$ cat config.mk
export PLATFORM = sky130hd
export DESIGN_NAME = ohlcv_time_bucket_aggregator_top
export DESIGN_NICKNAME = d
export VERILOG_FILES = /design/src/sv/otba_pkg.sv /design/src/sv/otba_div.sv /design/src/sv/ohlcv_time_bucket_aggregator_top.sv
export VERILOG_INCLUDE_DIRS = /design/src /design/src/sv
export SDC_FILE = /design/constraint.sdc
export NUM_CORES = 2
export LEC_CHECK = 0
export BUFFER_PORTS_ARGS = -buffer_cell sky130_fd_sc_hd__clkbuf_2
export CAP_MARGIN = 20
export CORE_MARGIN = 2
export CORE_UTILIZATION = 55
export DETAILED_ROUTE_END_ITERATION = 16
export PLACE_DENSITY = 0.76
export SLEW_MARGIN = 10
export SYNTH_ARGS = -nofsm -noshare
export SYNTH_HDL_FRONTEND = slang
export SYNTH_SLANG_ARGS = --single-unit
$ cat constraint.sdc
create_clock -name clock -period 13.2 [get_ports clock]
set_clock_uncertainty 0.15 [all_clocks]
set_input_delay 1.98 -clock clock [delete_from_list [all_inputs] [get_ports clock]]
set_output_delay 1.98 -clock clock [all_outputs]
set_load 0.02 [all_outputs]
$ cat src/sv/ohlcv_time_bucket_aggregator_top_assert.svh
// assertion macros for the ohlcv time bucket aggregator
// included by ohlcv_time_bucket_aggregator_top.sv, no other dependencies
`ifndef OHLCV_TIME_BUCKET_AGGREGATOR_TOP_ASSERT_SVH
`define OHLCV_TIME_BUCKET_AGGREGATOR_TOP_ASSERT_SVH

`ifndef NO_ASSERTIONS

// same-cycle implication
`define OTBA_ASSERT_IMP(label, clk, rst, ante, cons, msg) \
   label: assert property (@(posedge clk) disable iff (rst) (ante) |-> (cons)) \
      else $error(msg);

// next-cycle implication
`define OTBA_ASSERT_NXT(label, clk, rst, ante, cons, msg) \
   label: assert property (@(posedge clk) disable iff (rst) (ante) |=> (cons)) \
      else $error(msg);

`else

`define OTBA_ASSERT_IMP(label, clk, rst, ante, cons, msg)

`define OTBA_ASSERT_NXT(label, clk, rst, ante, cons, msg)

`endif

`endif

$ cat src/sv/otba_pkg.sv
// types, widths and helpers for the ohlcv time bucket aggregator
// no dependencies
package otba_pkg;

   localparam int TimeW  = 40;
   localparam int PriceW = 32;
   localparam int VolW   = 32;
   localparam int AccW   = 48;
   localparam int CountW = 32;
   localparam int MinW   = 11;
   localparam int LenW   = 17;
   localparam int StepW  = $clog2(TimeW + 1);

   typedef enum logic [1:0] {
      ST_IDLE,
      ST_CHECK,
      ST_DIV,
      ST_FOLD
   } state_type;

   typedef struct packed {
      logic start;
   } div_ctrl_type;

   typedef struct packed {
      logic busy;
      logic done;
   } div_stat_type;

   // bucket length in seconds, zero minutes acts as one
   function automatic logic [LenW-1:0] otba_len(input logic [MinW-1:0] minutes);
      logic [LenW-1:0] m0;
      m0 = (minutes == '0) ? LenW'(1) : LenW'(minutes);
      return (m0 << 6) - (m0 << 2);
   endfunction

endpackage

$ cat src/sv/otba_div.sv
// bit-serial restoring remainder unit, one dividend bit per cycle
// depends on otba_pkg
module otba_div (
   input  logic                           clock,
   input  logic                           reset,
   input  otba_pkg::div_ctrl_type         ctrl,
   input  logic [otba_pkg::TimeW-1:0]     dividend,
   input  logic [otba_pkg::LenW-1:0]      divisor,
   output otba_pkg::div_stat_type         stat,
   output logic [otba_pkg::LenW-1:0]      remainder
);
   import otba_pkg::*;

   logic [StepW-1:0] step_ff, step_in;
   logic             done_ff, done_in;
   logic [TimeW-1:0] num_ff, num_in;
   logic [LenW-1:0]  den_ff, den_in;
   logic [LenW-1:0]  rem_ff, rem_in;
   logic [LenW:0]    trial;
   logic [LenW:0]    diff;
   logic             busy;

   assign busy  = (step_ff != '0);
   assign trial = {rem_ff, num_ff[TimeW-1]};
   assign diff  = trial - {1'b0, den_ff};

   always_comb begin
      step_in = step_ff;
      done_in = 1'b0;
      num_in  = num_ff;
      den_in  = den_ff;
      rem_in  = rem_ff;
      if (busy) begin
         step_in = step_ff - StepW'(1);
         num_in  = {num_ff[TimeW-2:0], 1'b0};
         rem_in  = (trial >= {1'b0, den_ff}) ? diff[LenW-1:0] : trial[LenW-1:0];
         done_in = (step_ff == StepW'(1));
      end else if (ctrl.start) begin
         step_in = StepW'(TimeW);
         num_in  = dividend;
         den_in  = divisor;
         rem_in  = '0;
      end
   end

   always_ff @(posedge clock) begin
      if (reset) begin
         step_ff <= '0;
         done_ff <= 1'b0;
      end else begin
         step_ff <= step_in;
         done_ff <= done_in;
      end
      num_ff <= num_in;
      den_ff <= den_in;
      rem_ff <= rem_in;
   end

   assign stat.busy = busy;
   assign stat.done = done_ff;
   assign remainder = rem_ff;

endmodule

$ cat src/sv/ohlcv_time_bucket_aggregator_top.sv
// ohlcv time bucket aggregator: groups trades into time buckets, emits finished bars
// depends on otba_pkg, otba_div and ohlcv_time_bucket_aggregator_top_assert.svh
//
//   channel   direction   handshake              payload
//   req       in          req_valid/req_ready    trade time, price, volume, final flag
//   rsp       out         rsp_valid/rsp_ready    bucket start/end, ohlc, volume, number
//   csr       in          csr_wr_en              bucket length in minutes
//
// a trade that stays in its bucket goes from accept through check and fold back to ready
// a trade that starts a run or leaves its bucket also passes the divide state: the bucket start
// is realigned by a 40-step serial remainder unit, one timestamp bit per cycle
// a finished bar waits in the output register; the next bar stalls the block until it is free
// synchronous active-high reset returns the block to an unstarted run with 1-minute buckets
`include "ohlcv_time_bucket_aggregator_top_assert.svh"

module ohlcv_time_bucket_aggregator_top (
   input  logic                          clock,
   input  logic                          reset,
   input  logic                          csr_wr_en,
   input  logic [otba_pkg::MinW-1:0]     csr_wr_data,
   input  logic                          req_valid,
   output logic                          req_ready,
   input  logic [otba_pkg::TimeW-1:0]    req_trade_time,
   input  logic [otba_pkg::PriceW-1:0]   req_trade_price,
   input  logic [otba_pkg::VolW-1:0]     req_trade_volume,
   input  logic                          req_final_trade,
   output logic                          rsp_valid,
   input  logic                          rsp_ready,
   output logic [otba_pkg::TimeW-1:0]    rsp_bucket_start,
   output logic [otba_pkg::TimeW-1:0]    rsp_bucket_end,
   output logic [otba_pkg::PriceW-1:0]   rsp_open_price,
   output logic [otba_pkg::PriceW-1:0]   rsp_high_price,
   output logic [otba_pkg::PriceW-1:0]   rsp_low_price,
   output logic [otba_pkg::PriceW-1:0]   rsp_close_price,
   output logic [otba_pkg::AccW-1:0]     rsp_volume_total,
   output logic [otba_pkg::CountW-1:0]   rsp_bucket_number
);
   import otba_pkg::*;

   state_type state_ff, state_in;

   logic [MinW-1:0]   minutes_ff;
   logic [TimeW-1:0]  t_ff;
   logic [PriceW-1:0] price_ff;
   logic [VolW-1:0]   vol_ff;
   logic              final_ff;

   logic              run_ff;
   logic [TimeW-1:0]  cs_ff;
   logic [PriceW-1:0] first_ff, top_ff, bot_ff, last_ff;
   logic [AccW-1:0]   acc_ff;
   logic              has_ff;
   logic [CountW-1:0] cnt_ff;

   logic              rsp_valid_ff;
   logic [TimeW-1:0]  rsp_start_ff, rsp_end_ff;
   logic [PriceW-1:0] rsp_open_ff, rsp_high_ff, rsp_low_ff, rsp_close_ff;
   logic [AccW-1:0]   rsp_vol_ff;
   logic [CountW-1:0] rsp_num_ff;

   logic [LenW-1:0]   len;
   logic [TimeW:0]    cs_end;
   logic              past_end;
   logic              out_free;
   logic [TimeW-1:0]  gap;
   logic [TimeW-1:0]  dividend;
   logic [LenW-1:0]   remainder;
   logic [AccW:0]     vol_sum;

   div_ctrl_type div_ctrl;
   div_stat_type div_stat;

   logic start_run, close_bkt, emit, realign, fold;

   assign len      = otba_len(minutes_ff);
   assign cs_end   = {1'b0, cs_ff} + (TimeW+1)'(len);
   assign past_end = ({1'b0, t_ff} >= cs_end);
   assign out_free = !rsp_valid_ff || rsp_ready;
   assign gap      = t_ff - cs_ff;
   assign dividend = run_ff ? gap : t_ff;
   assign vol_sum  = {1'b0, acc_ff} + (AccW+1)'(vol_ff);

   otba_div u_div (
      .clock     (clock),
      .reset     (reset),
      .ctrl      (div_ctrl),
      .dividend  (dividend),
      .divisor   (len),
      .stat      (div_stat),
      .remainder (remainder)
   );

   // next state
   always_comb begin
      state_in = state_ff;
      unique case (state_ff)
         ST_IDLE: begin
            if (req_valid) state_in = ST_CHECK;
         end
         ST_CHECK: begin
            priority if (!run_ff) state_in = ST_DIV;
            else if (past_end) begin
               if (!has_ff || out_free) state_in = ST_DIV;
            end else state_in = ST_FOLD;
         end
         ST_DIV: begin
            if (div_stat.done) state_in = ST_FOLD;
         end
         ST_FOLD: begin
            state_in = ST_IDLE;
         end
         default: state_in = ST_IDLE;
      endcase
   end

   // control outputs
   always_comb begin
      req_ready      = 1'b0;
      start_run      = 1'b0;
      close_bkt      = 1'b0;
      realign        = 1'b0;
      fold           = 1'b0;
      unique case (state_ff)
         ST_IDLE:  req_ready = 1'b1;
         ST_CHECK: begin
            start_run = !run_ff;
            close_bkt = run_ff && past_end && (!has_ff || out_free);
         end
         ST_DIV:   realign = div_stat.done;
         ST_FOLD:  fold = 1'b1;
         default:  req_ready = 1'b0;
      endcase
      emit           = close_bkt && has_ff;
      div_ctrl.start = start_run || close_bkt;
   end

   always_ff @(posedge clock) begin
      if (reset) begin
         state_ff     <= ST_IDLE;
         minutes_ff   <= MinW'(1);
         run_ff       <= 1'b0;
         cs_ff        <= '0;
         first_ff     <= '0;
         top_ff       <= '0;
         bot_ff       <= '1;
         last_ff      <= '0;
         acc_ff       <= '0;
         has_ff       <= 1'b0;
         cnt_ff       <= '0;
         rsp_valid_ff <= 1'b0;
      end else begin
         state_ff <= state_in;
         if (csr_wr_en) minutes_ff <= csr_wr_data;

         if (emit) rsp_valid_ff <= 1'b1;
         else if (rsp_ready) rsp_valid_ff <= 1'b0;

         if (start_run || close_bkt) begin
            first_ff <= '0;
            top_ff   <= '0;
            bot_ff   <= '1;
            last_ff  <= '0;
            acc_ff   <= '0;
            has_ff   <= 1'b0;
         end
         if (start_run) begin
            run_ff <= 1'b1;
            cnt_ff <= '0;
         end
         if (emit) cnt_ff <= cnt_ff + CountW'(1);
         if (realign) cs_ff <= t_ff - TimeW'(remainder);

         if (fold) begin
            if (final_ff) begin
               run_ff   <= 1'b0;
               cs_ff    <= '0;
               cnt_ff   <= '0;
               first_ff <= '0;
               top_ff   <= '0;
               bot_ff   <= '1;
               last_ff  <= '0;
               acc_ff   <= '0;
               has_ff   <= 1'b0;
            end else begin
               if (!has_ff) first_ff <= price_ff;
               if (price_ff > top_ff) top_ff <= price_ff;
               if (price_ff < bot_ff) bot_ff <= price_ff;
               last_ff <= price_ff;
               acc_ff  <= vol_sum[AccW] ? '1 : vol_sum[AccW-1:0];
               has_ff  <= 1'b1;
            end
         end
      end

      if (req_valid && req_ready) begin
         t_ff     <= req_trade_time;
         price_ff <= req_trade_price;
         vol_ff   <= req_trade_volume;
         final_ff <= req_final_trade;
      end

      if (emit) begin
         rsp_start_ff <= cs_ff;
         rsp_end_ff   <= cs_end[TimeW-1:0];
         rsp_open_ff  <= first_ff;
         rsp_high_ff  <= top_ff;
         rsp_low_ff   <= bot_ff;
         rsp_close_ff <= last_ff;
         rsp_vol_ff   <= acc_ff;
         rsp_num_ff   <= cnt_ff;
      end
   end

   assign rsp_valid         = rsp_valid_ff;
   assign rsp_bucket_start  = rsp_start_ff;
   assign rsp_bucket_end    = rsp_end_ff;
   assign rsp_open_price    = rsp_open_ff;
   assign rsp_high_price    = rsp_high_ff;
   assign rsp_low_price     = rsp_low_ff;
   assign rsp_close_price   = rsp_close_ff;
   assign rsp_volume_total  = rsp_vol_ff;
   assign rsp_bucket_number = rsp_num_ff;

   `OTBA_ASSERT_NXT(a_accept_to_check, clock, reset, req_valid && req_ready, state_ff == ST_CHECK, "accepted beat did not reach check")
   `OTBA_ASSERT_IMP(a_div_only_in_div, clock, reset, div_stat.busy, state_ff == ST_DIV, "remainder unit busy outside divide state")
   `OTBA_ASSERT_IMP(a_rsp_from_check, clock, reset, $rose(rsp_valid_ff), $past(state_ff) == ST_CHECK, "result beat loaded outside check")

endmodule
==> reports/results.txt <==
Max Buffers Root-to-Sink - 3
largest fanout on the critical path - 148
number of DRC markers in iteration 0 - 2042
simple-gate share of the synthesized area - 0.107
Die Span X - 257 um
Worst EP required - 13.31 ns
Worst-Margin Slew - 1.09 ns
crit-path max cell delay - 0.90 ns
# nets final - 3944
starting density of the core - 0.556
peak supply drop - 0.000158 V
Lkg Pwr - 16.4 nW
vias in the first global route - 25.0k
async set-reset flop share out of synthesis - 0
initial antenna violation count - 7
startpoint types - flip-flop
leading area contributor after synthesis - edfxtp_1
MaxCap Viol Count - 0
Power Density - 176 nW/um2
setup ws final - 3.93 ns
First-pass DRT Iterations - 6
compound-gate portion of the synthesized area - 0.160
Rel. slew slack - 0.274
Syn-to-layout area delta - 15.7%
final hold violation count - 0
drt wl/cell - 20.1 um
Die ar. - 65800 um2
Crit. path cell count - 28
min Tclk post-route - 9.27 ns
Tcrit/Tclk final - 0.702
Synth Area per Inst - 11.0 um2
mux share of post-synthesis cell area - 0.0146
Via density - 5.79
CP Capture Type - flip-flop
number of synthesized flops with an enable pin - 462
GRT overflow - 0
Cells after Synth - 3193
post-synthesis net count - 3553
FP Rows - 92
hold-fix buffer count after cts - 0
adder-cell share of the synthesized area - 0.0863
Seq/Total Area, Yosys - 0.551
worst-case reg-to-reg path depth - 28
IO Pins - 411
DRC - 0
main combinational cell family by area after synthesis - compound AO/OA/AOI/OAI gates
CP top delay family - compound AO/OA/AOI/OAI gates
crit path buf inv count - 2
CTS tree - built
crit path DAT - 9.37 ns
synth warn - 0
port bufs - 410
Yosys top cell area share - 0.395
cts bufs inserted - 79
cts repair resizes - 0
XOR/XNOR share of the synthesized area - 0.0424
die height - 257 um
Tot GR Track Use - 0.270
hold crit path type - flip-flop to flip-flop
Final TNS setup - 0 ns
RSZ-0062 raised after global routing - false
#FFs+latches synth - 734
slowest CP cell - buf_4
Worst-Skew Late Latency - 0.64 ns
gpl congestion - 0.973
total core area - 63100 um2
dpl hpwl - 63.4 mm
CTS sink count - 734
Final Setup Violations - 0
Vias - 26.0k
WL final - 90.5 mm
Syn Std Cell Area - 35100 um2
post-CTS setup buffers - 0
largest cells by area after synthesis - edfxtp_1 (40%), dfxtp_1 (16%), ha_1 (8.3%)
Setup CP Type - flip-flop to flip-flop
f_max - 0.108 GHz
worst slack, placed - 4.09 ns
CTS H-tree lvls - 3
Most used DFF post-synth - edfxtp_1
largest net degree at the start of global routing - 149
Pins Over Slew Limit - 0
Final ANT Viol Nets - 0
hold path depth - 0
synth unique cells - 91
first-pass GRT wire length - 140 mm
proportion of layout cells with a drive suffix above 1 - 0.165
status - completed
Worst-path clk slew - 0.06 ns
clock root buffer master - clkbuf_16
==> per-stage QoR <==
stage / hold slack (ns) / instance area [um2] / total power, mW / cells / util
2_1_floorplan: 0.256 / 35100 / 4.42 / 3193 / -
3_3_place_gp: 0.261 / 37900 / 4.88 / 4348 / 0.601
3_5_place_dp: 0.265 / 37900 / 4.91 / 4348 / 0.601
4_1_cts: 0.280 / 40500 / 7.16 / 4496 / 0.643
5_1_grt: 0.285 / 40600 / 7.53 / 4498 / 0.643
6_report: 0.276 / 40600 / 7.16 / 4499 / 0.643
==> power by group <==
| part | leakage (nW) | switching, mW | internal, mW |
|---|---|---|---|
| combinational | 8.72 | 1.21 | 0.734 |
| sequential | 6.37 | 0.213 | 2.76 |
| clock | 1.29 | 0.953 | 1.29 |
| total | 16.4 | 2.37 | 4.78 |
==> routing by layer <==
| metal | global-route usage | vias to the layer above | share of wire |
|---|---|---|---|
| met1 | 0.351 | 12500 | 0.42 |
| met2 | 0.444 | 896 | 0.47 |
| li1 | - | 12500 | - |
| met5 | 0 | - | 0.00080 |
| met3 | 0.0502 | 223 | 0.065 |
| met4 | 0.117 | 10 | 0.042 |
==> state kept, by name (all words and copies together) (netlist names), 6 cells and up <==
register	cells
acc_ff	48
bot_ff	32
cnt_ff	32
cs_ff	40
first_ff	32
last_ff	32
minutes_ff	11
price_ff	32
rsp_bucket_end	38
rsp_bucket_number	32
rsp_bucket_start	40
rsp_close_price	32
rsp_high_price	32
rsp_low_price	32
rsp_open_price	32
rsp_volume_total	48
t_ff	40
top_ff	32
u_div.den_ff	15
u_div.num_ff	40
u_div.remainder	17
u_div.step_ff	6
vol_ff	32
==> kinds of logic (layout without fill, tap and decap cells) <==
| logic type | after synthesis | after routing |
|---|---|---|
| AOI/OAI and AO/OA | 864 | 864 |
| and+or+nand+nor | 794 | 794 |
| DFF | 734 | 734 |
| buffers and inverters | 341 | 799 |
| adders and majority gates | 239 | 239 |
| xor gates and xnor gates | 170 | 170 |
| muxes | 51 | 51 |
| other | 0 | 2 |
==> worst reg2reg max path: cells and delay by family, from the launching register on <==
kind            cells  cell delay (ns)
buf+inv             2             1.84
fa+ha+maj           3             0.97
flops               1             0.37
simple gates        7             1.63
compound gates     14             3.47
xor+xnor            2             0.42
==> cells in the final DEF, fill, tap and decap left out, types with 26 or more instances in the layout <==
cell | synthesis | final
edfxtp_1 | 462 | 462
nor2_1 | 184 | 182
nand2_1 | 277 | 275
o22a_1 | 34 | 34
ha_1 | 234 | 234
nor3_1 | 50 | 50
clkbuf_2 | 0 | 409
a22oi_1 | 32 | 32
xnor2_1 | 125 | 125
a21oi_1 | 228 | 226
a22o_1 | 31 | 31
dfxtp_1 | 272 | 271
buf_4 | 5 | 26
o21ai_0 | 208 | 208
o31ai_1 | 32 | 32
xor2_1 | 45 | 45
a21o_1 | 120 | 120
mux2i_1 | 50 | 50
nand4_1 | 49 | 49
nor2b_1 | 31 | 30
inv_1 | 213 | 212
clkbuf_16 | 0 | 80
nand3_1 | 55 | 55
nand2b_1 | 34 | 34
==> synthesized netlist by cell type, drive strengths merged, types with 34 or more instances <==
library cell,instances
o22a,34
a21oi,228
ha,234
xor2,45
xnor2,125
nor3,51
a21o,120
edfxtp,462
inv,214
nor2,185
nand2b,34
buf,36
nand4,49
o21ai,214
nand3,55
dfxtp,272
clkbuf,90
mux2i,50
nand2,277
==> path summary, 6_finish.rpt <==
| path | endpoint | slack (ns) | start |
|---|---|---|---|
| max reg2reg | rsp_volume_total[20] | 3.93 | minutes_ff[3] |
| min | rsp_open_price[7] | 0.28 | first_ff[7] |
| max | rsp_volume_total[20] | 3.93 | minutes_ff[3] |
| min reg2reg | rsp_open_price[7] | 0.28 | first_ff[7] |
==> final cells by class <==
type | count | area [um2]
antenna | 2 | 5.00
tap | 846 | 1060
clock inverter | 44 | 507
inverter | 215 | 815
fill | 5083 | 22500
multi-input combinational | 2118 | 14500
clock buffer | 104 | 2140
timing repair buffer | 436 | 2260
sequential | 734 | 19300
Note: power is estimated with default switching activity, not from simulation.
